**config.mk**
```make
export PLATFORM = sky130hd
export DESIGN_NAME = hsv_to_rgb_converter_top_flat
export DESIGN_NICKNAME = d
export VERILOG_FILES = /design/src/rtl/hsv2rgb_pkg.sv /design/src/rtl/hsv2rgb_if.sv /design/src/rtl/hsv_to_rgb_converter_top.sv /design/src/flat_wrapper.sv
export SDC_FILE = /design/constraint.sdc
export NUM_CORES = 2
export LEC_CHECK = 0
export BUFFER_PORTS_ARGS = -buffer_cell sky130_fd_sc_hd__buf_2
export CORE_ASPECT_RATIO = 1.25
export CORE_UTILIZATION = 65
export CTS_CLUSTER_SIZE = 24
export DETAILED_ROUTE_END_ITERATION = 10
export PLACE_DENSITY = 0.82
export REMOVE_ABC_BUFFERS = 1
export SLEW_MARGIN = 25
export SYNTH_ARGS = -nofsm -noshare
export SYNTH_HDL_FRONTEND = slang
export SYNTH_SLANG_ARGS = --single-unit
export TNS_END_PERCENT = 100
```
**constraint.sdc**
```tcl
create_clock -name clk -period 8.6 [get_ports clk]
set_clock_uncertainty 0.1 [all_clocks]
set_input_delay 0.43 -clock clk [delete_from_list [all_inputs] [get_ports clk]]
set_output_delay 0.43 -clock clk [all_outputs]
set_load 0.03 [all_outputs]
```
**src/rtl/hsv2rgb_pkg.sv**
```systemverilog
// shared widths, defaults and the hue sector codes of the hsv to rgb converter
// no dependencies
package hsv2rgb_pkg;

  localparam int FRAC_BITS_DEF = 16;

  localparam int HUE_W = 16;
  localparam int SV_W  = 17;
  localparam int CH_W  = 8;

  localparam logic [CH_W-1:0] CH_MAX = '1;

  // sextant of the color wheel, from the integer part of hue*6
  typedef enum logic [2:0] {
    SEC_RED_YELLOW   = 3'd0,
    SEC_YELLOW_GREEN = 3'd1,
    SEC_GREEN_CYAN   = 3'd2,
    SEC_CYAN_BLUE    = 3'd3,
    SEC_BLUE_MAGENTA = 3'd4,
    SEC_MAGENTA_RED  = 3'd5
  } sector_t;

endpackage

```
**src/rtl/hsv2rgb_if.sv**
```systemverilog
// valid/ready channel interfaces for hsv items in and rgb items out
// depends on hsv2rgb_pkg for field widths
interface hsv2rgb_in_if;
  logic                           valid;
  logic                           ready;
  logic [hsv2rgb_pkg::HUE_W-1:0]  hue;
  logic [hsv2rgb_pkg::SV_W-1:0]   saturation;
  logic [hsv2rgb_pkg::SV_W-1:0]   brightness;

  modport source (output valid, output hue, output saturation, output brightness,
                  input ready);
  modport sink   (input valid, input hue, input saturation, input brightness,
                  output ready);
endinterface

interface hsv2rgb_out_if;
  logic                           valid;
  logic                           ready;
  logic [hsv2rgb_pkg::CH_W-1:0]   red;
  logic [hsv2rgb_pkg::CH_W-1:0]   green;
  logic [hsv2rgb_pkg::CH_W-1:0]   blue;

  modport source (output valid, output red, output green, output blue, input ready);
  modport sink   (input valid, input red, input green, input blue, output ready);
endinterface

```
**src/rtl/hsv_to_rgb_converter_top.sv**
```systemverilog
// hsv to rgb converter, five stage pipeline, one item per cycle while out_rgb is not stalled
// depends on hsv2rgb_pkg and the channel interfaces in hsv2rgb_if.sv
//
//  channel   direction  payload                          handshake
//  in_pix    sink       hue 16, saturation 17, bright 17 valid/ready
//  out_rgb   source     red 8, green 8, blue 8           valid/ready
//
// an accepted item moves through h6_r, the stage 2, 3 and 4 registers and ch_r to out_rgb
// one item enters every cycle unless out_rgb stalls; the rate is set by the product
// stages (f*s, then v*k per channel), each combinational and followed by a register
// reset (rst_n low, synchronous) clears the stage valid bits only
// a stall on out_rgb freezes the whole pipe; in_pix.ready drops only while
// the output register holds a result that is not taken
module hsv_to_rgb_converter_top #(
  parameter int FRAC_BITS = hsv2rgb_pkg::FRAC_BITS_DEF
) (
  input  logic                 clk,
  input  logic                 rst_n,
  hsv2rgb_in_if.sink           in_pix,
  hsv2rgb_out_if.source        out_rgb
);

  // widths that follow from the fraction size
  localparam int KW = FRAC_BITS + 1;        // values 0..one
  localparam int HW = FRAC_BITS + 3;        // hue*6
  localparam int PW = 2 * KW;               // v*k
  localparam int XW = PW + 8;               // v*k*255
  localparam int RW = XW + 1 - 2 * FRAC_BITS;

  localparam logic [31:0]   ONE_L = 32'(1) << FRAC_BITS;
  localparam logic [KW-1:0] ONE_K = KW'(1) << FRAC_BITS;
  localparam logic [XW:0]   HALF  = (XW + 1)'(1) << (2 * FRAC_BITS - 1);

  // pipeline advances whenever the output register is free or being drained
  logic en;
  logic [4:0] vld_r;

  assign en           = !vld_r[4] || out_rgb.ready;
  assign in_pix.ready = en;

  always_ff @(posedge clk) begin
    if (!rst_n) begin
      vld_r <= '0;
    end else if (en) begin
      vld_r <= {vld_r[3:0], in_pix.valid};
    end
  end

  // stage 1: hue wrap, clamps, hue*6
  logic [FRAC_BITS-1:0] h_nxt;
  logic [KW-1:0]        s1_nxt, v1_nxt;
  logic [HW-1:0]        h6_r;
  logic [KW-1:0]        s1_r, v1_r;

  always_comb begin
    h_nxt  = FRAC_BITS'(32'(in_pix.hue) & (ONE_L - 32'd1));
    s1_nxt = (32'(in_pix.saturation) > ONE_L) ? ONE_K : KW'(in_pix.saturation);
    v1_nxt = (32'(in_pix.brightness) > ONE_L) ? ONE_K : KW'(in_pix.brightness);
  end

  // stage 2: split into sector and fraction, f*s
  hsv2rgb_pkg::sector_t sec_nxt, sec2_r;
  logic [FRAC_BITS-1:0] f_nxt;
  logic [FRAC_BITS+KW-1:0] fsp_nxt;
  logic [KW-1:0]        fs2_r, s2_r, v2_r;

  always_comb begin
    sec_nxt = hsv2rgb_pkg::sector_t'(h6_r[HW-1:FRAC_BITS]);
    f_nxt   = h6_r[FRAC_BITS-1:0];
    fsp_nxt = (FRAC_BITS + KW)'(f_nxt) * (FRAC_BITS + KW)'(s1_r);
  end

  // stage 3: channel factors and sector select
  logic [KW-1:0] kp, kq, kt;
  logic [KW-1:0] k_nxt [3];
  logic [KW-1:0] k3_r  [3];
  logic [KW-1:0] v3_r;

  always_comb begin
    kp = ONE_K - s2_r;
    kq = ONE_K - fs2_r;
    kt = ONE_K - s2_r + fs2_r;
    case (sec2_r)
      hsv2rgb_pkg::SEC_RED_YELLOW: begin
        k_nxt[0] = ONE_K; k_nxt[1] = kt;    k_nxt[2] = kp;
      end
      hsv2rgb_pkg::SEC_YELLOW_GREEN: begin
        k_nxt[0] = kq;    k_nxt[1] = ONE_K; k_nxt[2] = kp;
      end
      hsv2rgb_pkg::SEC_GREEN_CYAN: begin
        k_nxt[0] = kp;    k_nxt[1] = ONE_K; k_nxt[2] = kt;
      end
      hsv2rgb_pkg::SEC_CYAN_BLUE: begin
        k_nxt[0] = kp;    k_nxt[1] = kq;    k_nxt[2] = ONE_K;
      end
      hsv2rgb_pkg::SEC_BLUE_MAGENTA: begin
        k_nxt[0] = kt;    k_nxt[1] = kp;    k_nxt[2] = ONE_K;
      end
      default: begin
        k_nxt[0] = ONE_K; k_nxt[1] = kp;    k_nxt[2] = kq;
      end
    endcase
  end

  // stage 4: v*k per channel
  logic [PW-1:0] prod4_r [3];

  // stage 5: *255, round half up, saturate
  logic [XW-1:0]    x_c   [3];
  logic [XW:0]      sum_c [3];
  logic [RW-1:0]    r_c   [3];
  logic [hsv2rgb_pkg::CH_W-1:0] ch_nxt [3];
  logic [hsv2rgb_pkg::CH_W-1:0] ch_r   [3];

  always_comb begin
    for (int i = 0; i < 3; i++) begin
      x_c[i]   = (XW'(prod4_r[i]) << 8) - XW'(prod4_r[i]);
      sum_c[i] = (XW + 1)'(x_c[i]) + HALF;
      r_c[i]   = RW'(sum_c[i] >> (2 * FRAC_BITS));
      ch_nxt[i] = (r_c[i] > RW'(hsv2rgb_pkg::CH_MAX)) ? hsv2rgb_pkg::CH_MAX
                                                       : r_c[i][hsv2rgb_pkg::CH_W-1:0];
    end
  end

  // payload registers, no reset
  always_ff @(posedge clk) begin
    if (en) begin
      h6_r   <= HW'(h_nxt) * HW'(6);
      s1_r   <= s1_nxt;
      v1_r   <= v1_nxt;

      sec2_r <= sec_nxt;
      fs2_r  <= KW'(fsp_nxt >> FRAC_BITS);
      s2_r   <= s1_r;
      v2_r   <= v1_r;

      k3_r   <= k_nxt;
      v3_r   <= v2_r;

      for (int i = 0; i < 3; i++) begin
        prod4_r[i] <= PW'(v3_r) * PW'(k3_r[i]);
      end

      ch_r   <= ch_nxt;
    end
  end

  assign out_rgb.valid = vld_r[4];
  assign out_rgb.red   = ch_r[0];
  assign out_rgb.green = ch_r[1];
  assign out_rgb.blue  = ch_r[2];

endmodule

```
**src/flat_wrapper.sv**
```systemverilog
// flat-port wrapper written by rule: the top's interface ports become plain ports
module hsv_to_rgb_converter_top_flat 
#(
  parameter int FRAC_BITS = hsv2rgb_pkg::FRAC_BITS_DEF
)
  (clk, rst_n, in_pix_valid, in_pix_hue, in_pix_saturation, in_pix_brightness, in_pix_ready, out_rgb_valid, out_rgb_red, out_rgb_green, out_rgb_blue, out_rgb_ready);
  hsv2rgb_in_if in_pix_i ();
  hsv2rgb_out_if out_rgb_i ();
  input  logic clk;
  input  logic rst_n;
  input wire logic [$bits(in_pix_i.valid)-1:0] in_pix_valid;
  input wire logic [$bits(in_pix_i.hue)-1:0] in_pix_hue;
  input wire logic [$bits(in_pix_i.saturation)-1:0] in_pix_saturation;
  input wire logic [$bits(in_pix_i.brightness)-1:0] in_pix_brightness;
  output wire logic [$bits(in_pix_i.ready)-1:0] in_pix_ready;
  output wire logic [$bits(out_rgb_i.valid)-1:0] out_rgb_valid;
  output wire logic [$bits(out_rgb_i.red)-1:0] out_rgb_red;
  output wire logic [$bits(out_rgb_i.green)-1:0] out_rgb_green;
  output wire logic [$bits(out_rgb_i.blue)-1:0] out_rgb_blue;
  input wire logic [$bits(out_rgb_i.ready)-1:0] out_rgb_ready;
  assign in_pix_i.valid = in_pix_valid;
  assign in_pix_i.hue = in_pix_hue;
  assign in_pix_i.saturation = in_pix_saturation;
  assign in_pix_i.brightness = in_pix_brightness;
  assign in_pix_ready = in_pix_i.ready;
  assign out_rgb_valid = out_rgb_i.valid;
  assign out_rgb_red = out_rgb_i.red;
  assign out_rgb_green = out_rgb_i.green;
  assign out_rgb_blue = out_rgb_i.blue;
  assign out_rgb_i.ready = out_rgb_ready;
  hsv_to_rgb_converter_top #(.FRAC_BITS(FRAC_BITS)) u_core (.clk(clk), .rst_n(rst_n), .in_pix(in_pix_i), .out_rgb(out_rgb_i));
endmodule
```
==> metrics.cfg <==
[status]
outcome = finished, final reports clean

[critical_path]
critPathBufInv = 5
path_depth = 23
crit_fanout = 28
required_ns = 8.85
cpMostUsedCell = fa_1
cp_slowest_cell = edfxtp_1
reg2regPathDepth = 23
rr_endpoint = u_core.prod4_r[0][33]
crit_arrival_ns = 7.93
crit_chain = buf_4, and2_1, fa_1, inv_1, fa_1, fa_1, inv_1, fa_1, fa_1, inv_1, fa_1, inv_1, ha_1, a21o_1, a21o_1, o21ai_0, o21ai_1, o41ai_1, o31ai_1, o41ai_2, o2111ai_1, a21oi_1, xnor2_1
startpoint_type = flop
cp_slowest_stage_delay_ns = 0.78
cp-endpoint = u_core.prod4_r[0][33]
cp-startpoint = u_core.v3_r[9]
r2r-start = u_core.v3_r[9]
path_class = reg2reg
ff2ff_setup_slack_ns = 0.92
end_kind = flop
path_delay_family = adder cells

[floorplan]
die_w_microns = 256
die_h_microns = 320
core_area_sq_um = 80100
num_io_pins = 80
dieArea_sq_um = 82100
start_util = 0.657
rows = 116

[clock_tree]
cts_made_buffers = 37
cts-root-buf = clkbuf_16
numClockSinks = 305
cts-htree-levels = 2
cts_tree = done
worstSkewPairLatency_ns = 0.62
clk_pin_slew_ns = 0.06
cts-resized-gates = 0
cts.path.max_buffers = 3

[finish]
fill_cells = 5926
antenna_cells = 0
area_delta_synth_final_pct = 5.03
final_common_cell = inv_1
final_cell_mix = inv_1, fa_1, nand2_1
drive_above_1_share = 0.0425
fin_nets = 6975

[placed_design]
post-place-ws_ns = 1.07
dpl.hpwl_mm = 94.1
portBuffers = 79
place.gp.congestion = 0.946

[routing]
route.detailed.drc = 0
ant_nets = 0
routed_wl_mm = 120
first_pass_iters = 7
drt_iter0_drc = 2823
viasPerCell = 5.82
top_layer = met5
m1WireLength_mm = 44.2
wl_met2_mm = 62.2
vias = 38477
detail_route.wl_per_cell_microns = 18.2
dr_wl_met3_mm = 7.75

[synth]
synthArstFlopShare = 0
yosysWarnings = 0
synth-compound-area-share = 0.0795
synth_mux_area_frac = 0.00174
yosys_most_used_dff = edfxtp_1
synth_area_sq_um = 52600
synth_xor_area_frac = 0.0307
synth_top_family_by_area = adder cells
synth_simple_gate_area_frac = 0.159
synth_seq_cells = 305
synth_edf_count = 300
netlist_instances = 5562
synth-adder-area-share = 0.456
seq_area_frac_synth = 0.173
synth.avg_cell_area_sq_um = 9.46
ys_types = 102

[global_routing]
track_usage = 0.304
grt_max_degree = 110
grt_pass1_wl_mm = 202
gr-total-overflow = 0
grt_pass1_vias = 41774
antenna_found_initial = 1

[sta]
setup-violations-final = 0
fmax_ghz = 0.130
fin_ws_ns = 0.920
fin_crit_sh = 0.893
hold_violations = 0
finalSetupTns_ns = 0
rsz0062_at_grt = no
hold_ws_ns = 0.0314
slew_headroom = 0.270
period_needed_ns = 7.68
slew_violations = 0
tightest_slew_ns = 1.09

[worst_hold_path]
hold_path.class = in2reg
holdPathStages = 2

[run]
drv_cap = 0

[through the flow]
step / std cells / utilization / cell area, sq um
floorplan: 5350 / - / 51800
detailed placement: 6534 / 0.672 / 53900
global route: 6612 / 0.690 / 55300
global placement: 6534 / 0.672 / 53900
CTS: 6612 / 0.690 / 55300
finish: 6612 / 0.690 / 55300
[metal layers]
metal  vias up  track usage
li1      17362            -
met3       446       0.0421
met1     19110        0.355
met5         -            0
met4         2        0.149
met2      1557        0.546
[cell families after synthesis]
| group | after synthesis |
|---|---|
| flops | 305 |
| simple gates | 1686 |
| buf+inv | 1387 |
| xor+xnor | 183 |
| compound gates | 593 |
| fa+ha+maj | 1399 |
| mux | 9 |
[sequential cells by signal (all words and copies together), names as in the netlist]
name,flops
u_core.s1_r,17
u_core.h6_r,18
u_core.out_rgb.green,8
u_core.k3_r,51
u_core.v1_r,17
u_core.v3_r,17
u_core.out_rgb.blue,8
u_core.vld_r,5
u_core.fs2_r,17
u_core.sec2_r,3
u_core.prod4_r,102
u_core.v2_r,17
u_core.s2_r,17
u_core.out_rgb.red,8
[cell usage after synthesis (all sizes together), types with 17 or more instances]
cell type / number / area, sq um
xnor2: 137 / 1210
and3: 27 / 169
nor3: 51 / 255
a211oi: 17 / 128
nor4: 22 / 150
a21o: 72 / 541
ha: 533 / 6670
nor2: 122 / 463
nand2: 743 / 2800
o21ai: 80 / 419
or3: 21 / 131
xor2: 46 / 403
fa: 866 / 17300
a21oi: 148 / 748
a221oi: 23 / 208
clkbuf: 205 / 769
o21a: 26 / 195
nand2b: 23 / 146
a22oi: 33 / 248
nor2b: 62 / 388
nand3: 39 / 195
o22ai: 20 / 125
inv: 1175 / 4410
edfxtp: 300 / 9010
o21bai: 20 / 165
and2: 525 / 3280
[final cells by class]
| type | count | area (sq um) | area share |
|---|---|---|---|
| clock buffer | 39 | 933 | 0.0169 |
| tap | 1062 | 1330 | 0.0240 |
| sequential | 305 | 9110 | 0.165 |
| inverter | 1175 | 4420 | 0.0799 |
| clock inverter | 28 | 364 | 0.00659 |
| timing repair buffer | 133 | 828 | 0.0150 |
| multi-input combinational | 3870 | 38300 | 0.693 |
[worst min path at each step]
stage | from | to | slack (ns)
after floorplan | u_core.h6_r[16] | u_core.sec2_r[0] | 0.30
after global placement | u_core.v1_r[12] | u_core.v2_r[12] | 0.30
after detailed placement | u_core.v1_r[12] | u_core.v2_r[12] | 0.31
after CTS | in_pix_saturation[9] | u_core.s1_r[9] | 0.008
final | in_pix_saturation[1] | u_core.s1_r[1] | 0.03
after global routing | in_pix_saturation[1] | u_core.s1_r[1] | 0.02
[what timing repair did]
item | in CTS | in global routing
hold buffers | 11 | 0
setup buffers | 0 | 0
hold endpoints to repair | 13 | 0
Power is not shown: default switching activity piles up to over one toggle a cycle in this logic, so the estimate is an artifact.
